## config.mk

```make
export PLATFORM = sky130hd
export DESIGN_NAME = chr_ctrl
export DESIGN_NICKNAME = d
export VERILOG_FILES = /design/src/rtl/core/chr_pkg.sv /design/src/rtl/core/chr_ctrl.sv
export VERILOG_INCLUDE_DIRS = /design/src /design/src/rtl/core
export SDC_FILE = /design/constraint.sdc
export NUM_CORES = 1
export LEC_CHECK = 0
export ABC_AREA = 1
export ABC_CLOCK_PERIOD_IN_PS = 970
export BUFFER_PORTS_ARGS = -buffer_cell sky130_fd_sc_hd__buf_2
export CAP_MARGIN = 10
export CORE_AREA = 2 2 39 41
export CTS_CLUSTER_DIAMETER = 40
export DETAILED_ROUTE_END_ITERATION = 10
export DIE_AREA = 0 0 41 43
export PLACE_DENSITY = 0.4
export SETUP_SLACK_MARGIN = 0.15
export SLEW_MARGIN = 30
export SYNTH_ARGS = -nofsm -noshare
export SYNTH_HDL_FRONTEND = slang
export SYNTH_SLANG_ARGS = --single-unit
```

## constraint.sdc

```tcl
create_clock -name clk -period 0.97 [get_ports clk]
set_input_delay 0.097 -clock clk [delete_from_list [all_inputs] [get_ports clk]]
set_output_delay 0.097 -clock clk [all_outputs]
set_load 0.02 [all_outputs]
```

## src/rtl/core/consistent_hash_ring_router_macros.svh

```systemverilog
// ----------------------------------------------------------------------------
// Assertion macros for the consistent hash ring router.
// Define ASSERT_OFF to compile every check away.
// ----------------------------------------------------------------------------
`ifndef CONSISTENT_HASH_RING_ROUTER_MACROS_SVH
`define CONSISTENT_HASH_RING_ROUTER_MACROS_SVH

`ifndef ASSERT_OFF
// Checked on every clock edge outside reset.
`define CHR_ASSERT(lbl, prop, msg) \
  lbl: assert property (@(posedge clk) disable iff (rst) prop) else $error(msg);
// Checked on every clock edge, reset cycles included.
`define CHR_ASSERT_RST(lbl, prop, msg) \
  lbl: assert property (@(posedge clk) prop) else $error(msg);
`else
`define CHR_ASSERT(lbl, prop, msg)
`define CHR_ASSERT_RST(lbl, prop, msg)
`endif

`endif

```

## src/rtl/core/chr_pkg.sv

```systemverilog
// ----------------------------------------------------------------------------
// chr_pkg
// Types and codes shared by the hash ring router controller and datapath.
// ----------------------------------------------------------------------------
`timescale 1ns / 1ps

package chr_pkg;

  localparam logic [1:0] OP_BEGIN  = 2'd0;
  localparam logic [1:0] OP_INSERT = 2'd1;
  localparam logic [1:0] OP_REMOVE = 2'd2;
  localparam logic [1:0] OP_LOOKUP = 2'd3;

  localparam logic [2:0] ST_OK         = 3'd0;
  localparam logic [2:0] ST_PRESENT    = 3'd1;
  localparam logic [2:0] ST_FULL       = 3'd2;
  localparam logic [2:0] ST_NONE_FOUND = 3'd3;
  localparam logic [2:0] ST_EMPTY      = 3'd4;
  localparam logic [2:0] ST_NOT_BEGUN  = 3'd5;

  typedef struct packed {
    logic [1:0]  opcode;
    logic [3:0]  node_index;
    logic [63:0] hash_value;
  } chr_req_t;

  typedef struct packed {
    logic [2:0] status;
    logic [3:0] routed_node;
  } chr_rsp_t;

  typedef enum logic [2:0] {
    S_IDLE,
    S_EXEC,
    S_COMPACT,
    S_RESOLVE,
    S_RESP
  } chr_state_t;

  // Commands from the controller to the datapath.
  typedef struct packed {
    logic load;
    logic exec;
    logic compact;
    logic resolve;
    logic rsp_load;
  } chr_cmd_t;

  // Status from the datapath to the controller.
  typedef struct packed {
    logic [1:0] op;
    logic       settled;
    logic       out_free;
  } chr_stat_t;

endpackage

```

## src/rtl/core/chr_ctrl.sv

```systemverilog
// ----------------------------------------------------------------------------
// chr_ctrl
// Sequencer that steps one request at a time through the ring datapath.
// ----------------------------------------------------------------------------
`timescale 1ns / 1ps

`include "consistent_hash_ring_router_macros.svh"

module chr_ctrl (
  input  logic               clk,
  input  logic               rst,
  input  logic               req_valid,
  output logic               req_stall,
  input  chr_pkg::chr_stat_t stat,
  output chr_pkg::chr_cmd_t  cmd
);

  chr_pkg::chr_state_t state;
  chr_pkg::chr_state_t state_next;

  always_comb begin
    state_next = state;
    unique case (state)
      chr_pkg::S_IDLE: begin
        if (req_valid) begin
          state_next = chr_pkg::S_EXEC;
        end
      end
      chr_pkg::S_EXEC: begin
        if (stat.op == chr_pkg::OP_REMOVE) begin
          state_next = chr_pkg::S_COMPACT;
        end else if (stat.op == chr_pkg::OP_LOOKUP) begin
          state_next = chr_pkg::S_RESOLVE;
        end else begin
          state_next = chr_pkg::S_RESP;
        end
      end
      chr_pkg::S_COMPACT: begin
        if (stat.settled) begin
          state_next = chr_pkg::S_RESP;
        end
      end
      chr_pkg::S_RESOLVE: begin
        state_next = chr_pkg::S_RESP;
      end
      chr_pkg::S_RESP: begin
        if (stat.out_free) begin
          state_next = chr_pkg::S_IDLE;
        end
      end
      default: begin
        state_next = chr_pkg::S_IDLE;
      end
    endcase
  end

  always_comb begin
    cmd       = '0;
    req_stall = 1'b1;
    unique case (state)
      chr_pkg::S_IDLE: begin
        req_stall = 1'b0;
        cmd.load  = req_valid;
      end
      chr_pkg::S_EXEC: begin
        cmd.exec = 1'b1;
      end
      chr_pkg::S_COMPACT: begin
        cmd.compact = !stat.settled;
      end
      chr_pkg::S_RESOLVE: begin
        cmd.resolve = 1'b1;
      end
      chr_pkg::S_RESP: begin
        cmd.rsp_load = stat.out_free;
      end
      default: begin
        cmd = '0;
      end
    endcase
  end

  always_ff @(posedge clk) begin
    if (rst) begin
      state <= chr_pkg::S_IDLE;
    end else begin
      state <= state_next;
    end
  end

  `CHR_ASSERT(a_accept_starts_exec, (req_valid && !req_stall) |=> (state == chr_pkg::S_EXEC), "accepted transfer did not start execution")
  `CHR_ASSERT(a_compact_only_remove, (state == chr_pkg::S_COMPACT) |-> (stat.op == chr_pkg::OP_REMOVE), "compaction entered for an operation other than remove")
  `CHR_ASSERT(a_resolve_after_exec, (state == chr_pkg::S_RESOLVE) |-> ($past(state) == chr_pkg::S_EXEC), "lookup resolve did not follow execution")
  `CHR_ASSERT_RST(a_reset_to_idle, rst |=> (state == chr_pkg::S_IDLE), "controller not idle after reset")

endmodule

```

Word level (Yosys, flattened, before mapping) --
Index checks and enable logic that the tools add are counted.
Word-level totals: register bits 3, input port bits 7, output and inout port bits 6
Operators by class: eq/ne operators 9, muxes and demuxes 12, reductions and logical operators 3
Operators by type and width (number):
- $mux W3 | 5
- $pmux W3 S5 | 1
- $eq A3 B2 Y1 const B | 2
- $mux W1 | 6
- $ne A2 B2 Y1 const B | 3
- $eq A2 B2 Y1 const B | 2
- $eq A3 B1 Y1 const B | 1
- $eq A3 B3 Y1 const B | 1
- $logic_not A3 Y1 | 1
- $reduce_and A3 Y1 | 1
- $logic_not A1 Y1 | 1

Logic depth before layout (Yosys ltp) --
word-level depth 4, mapped depth 6

Least setup slack after synthesis --
Ideal clock, no wire load.
kind flip-flop to output port, start point reg state[2], end point out cmd[0] (netlist name), data arrival time 1.158 ns, data required time 0.873 ns, setup slack -0.285 ns, stages on the path, launching flop included 3, cell sequence dfxtp_1 -> inv_2 -> nor4_1
RTL lines:
- from (decl) | line chr_ctrl.sv:18 | chr_pkg::chr_state_t state;
- from (signal assigned) | line chr_ctrl.sv:85 | state <= chr_pkg::S_IDLE;
- from (signal assigned) | line chr_ctrl.sv:87 | state <= state_next;
- to (decl) | line chr_ctrl.sv:15 | output chr_pkg::chr_cmd_t cmd

==> results by group <==
Run status
  • Status: finished with violations
  • Failing checks: setup timing

Die
  • Die area: 1760 um^2
  • Die width: 41 um
  • Die span in y: 43 um
  • # IOs: 13
  • Rows: 14
  • Core Footprint: 1380 um^2
  • Initial Util: 16.3%

Worst setup path
  • Worst Path Class, Setup: flop to output port
  • CP peak stage delay: 360 ps
  • Crit Path Max Fanout: 5
  • Nature of the critical path endpoint: output port
  • Reg2Reg Setup Slack: -110 ps
  • Critical Path Source Type: flop
  • CP delay by family, top: flip-flops
  • Worst endpoint required time: 870 ps
  • Worst EP arrival: 1030 ps
  • Most frequent CP cell: nor2_4
  • Cell chain of the critical path: nor2_4 -> nand2_4 -> nor2_4 -> buf_6
  • Critical path's slowest cell: dfxtp_4
  • CP Buf/Inv Count: 1

Clock network
  • Hold Buf Count CTS: 0
  • CTS tree: built
  • Max Root-Sink Buffers: 2
  • CTS Root Cell: clkbuf_4
  • Worst skew pair latency: 230 ps
  • Max H-tree Level: 1
  • CTS Buf Count: 3
  • Clock edge transition at the registers on the reported setup and hold paths: 40 ps
  • CTS Sinks: 3

Layout
  • Area growth syn-to-layout: 110%
  • NumNets Final: 64
  • Util after Layout: 34.2%
  • Max reg flops: 3
  • Most flops, register: state
  • Layout cell share with drive strength beyond 1: 71.4%
  • ANT cells: 0
  • Post-route cell area: 473 um^2
  • Most frequent cells in the layout: buf_2, buf_6, buf_4
  • Largest regs: state (3)

Detailed routing
  • Final WL: 622 um
  • Vias per inst: 4.04
  • Wirelength per Cell: 8.64 um
  • Via count: 291
  • Detailed Route Iter0 Violations: 1
  • DR pass1 iterations: 2
  • Remaining antenna violation count: 0
  • DRC: 0

Synth
  • Synth Area per Inst: 6.62 um^2
  • Synth area leaders: dfxtp_1, nor2_1, nand3_2
  • Synth area leader: dfxtp_1
  • Yosys warns: 0
  • Mapped Area: 225 um^2
  • Post-Syn Instances: 34
  • #FFs+latches synth: 3
  • Post-synthesis sequential area ratio: 26.7%
  • Synth cell types: 15
  • Synthesized Nets: 41
  • Synth top area share: 26.7%

Timing
  • Setup ws final: -154 ps
  • RSZ-0062 raised after global routing: true
  • Slew @ Worst Pin: 177 ps
  • Max Clock Skew: 1.37 ps
  • Final Hold Fails: 0
  • Setup violations, final: 8
  • Max-slew headroom: 88.1%
  • Worst hold slack: 40.4 ps
  • Fin crit period: 1120 ps
  • Max-slew violation count: 0
  • FMAX: 889 MHz
  • Crit share post-route: 116%

Flow run
  • MaxCap Viol Count: 0

Min path
  • Min-Delay Path Class: input pin to flop

Power and ir drop
  • Cell Pwr Density: 2640 nW/um^2
  • Static Leak: 0.228 nW
  • Worst vdd ir: 0.997 mV

Global route
  • Initial antenna violation count: 0
  • Pin count of the biggest net entering global routing: 7
  • Global-route wire length before repair: 986 um
  • GRT Overall Usage: 8.73%
  • Number of global-route vias before repair: 279
  • Total gr overflow: 0

Placement
  • GP Congestion: 0.659
  • Post-DP HPWL: 463 um
  • Placed instance area: 354 um^2
  • IO Port Bufs: 12
[cells by family (layout without fill, tap and decap cells)]
family	count (synthesis)	count (layout)	share of synthesized area [%]
flip-flops	3	3	26.7
AO/OA/AOI/OAI	3	3	10.6
buffers and inverters	7	29	11.7
AND/OR/NAND/NOR	21	21	51.1
[stage by stage]
stage | cells | setup slack, ps | power [mW] | setup TNS (ps)
after floorplan | 34 | 85.7 | 0.676 | 0
after global placement | 62 | 31.4 | 0.810 | 0
after detailed placement | 62 | 25.2 | 0.804 | 0
after CTS | 70 | -165 | 1.18 | -853
after global routing | 72 | -214 | 1.35 | -1330
final | 72 | -154 | 1.25 | -894
[cell usage after synthesis]
cell and count:
nor2_1 6, inv_1 5, nand2_1 4, dfxtp_1 3, nand3_1 3, inv_2 2
nand2_2 2, nand3_2 2, a21oi_2 1, nand4_1 1, nor2_2 1, nor2_4 1
nor4_1 1, o21ai_2 1, o22ai_1 1
[layer usage]
| metal | up-vias | track usage (%) | part of all wire [%] |
|---|---|---|---|
| met5 | - | 0 | 0 |
| met4 | 0 | 8.00 | 0 |
| met3 | 0 | 3.14 | 4.3 |
| met2 | 6 | 13.8 | 56 |
| met1 | 132 | 8.01 | 39 |
| li1 | 153 | - | - |
[cell type report]
| type | count | area (um^2) |
|---|---|---|
| Fill cell | 148 | 911 |
| Multi-Input combinational cell | 24 | 179 |
| Timing Repair Buffer | 18 | 143 |
| Sequential cell | 3 | 71.3 |
| Inverter | 7 | 33.8 |
| Clock buffer | 4 | 26.3 |
| Tap cell | 16 | 20.0 |
[power breakdown]
part | switching, mW | leakage [nW] | internal [mW]
Combinational | 0.382 | 0.186 | 0.398
Sequential | 0.0755 | 0.0267 | 0.178
Clock | 0.0626 | 0.0150 | 0.154
[final timing paths]
path / start / endpoint / cells after the start
worst min-delay path: rst / state[1] / 2
worst min register to register: state[0] / state[0] / 4
worst max-delay path: state[0] / cmd[4] / 4
worst max register to register: state[0] / state[2] / 7
[what timing repair did]
item,CTS,global route
buffers inserted,4,2
cloned,0,0
resized for setup,11,3
pin swaps,5,2
setup endpoints to repair,9,9
Power figures use the tool's default switching activity.
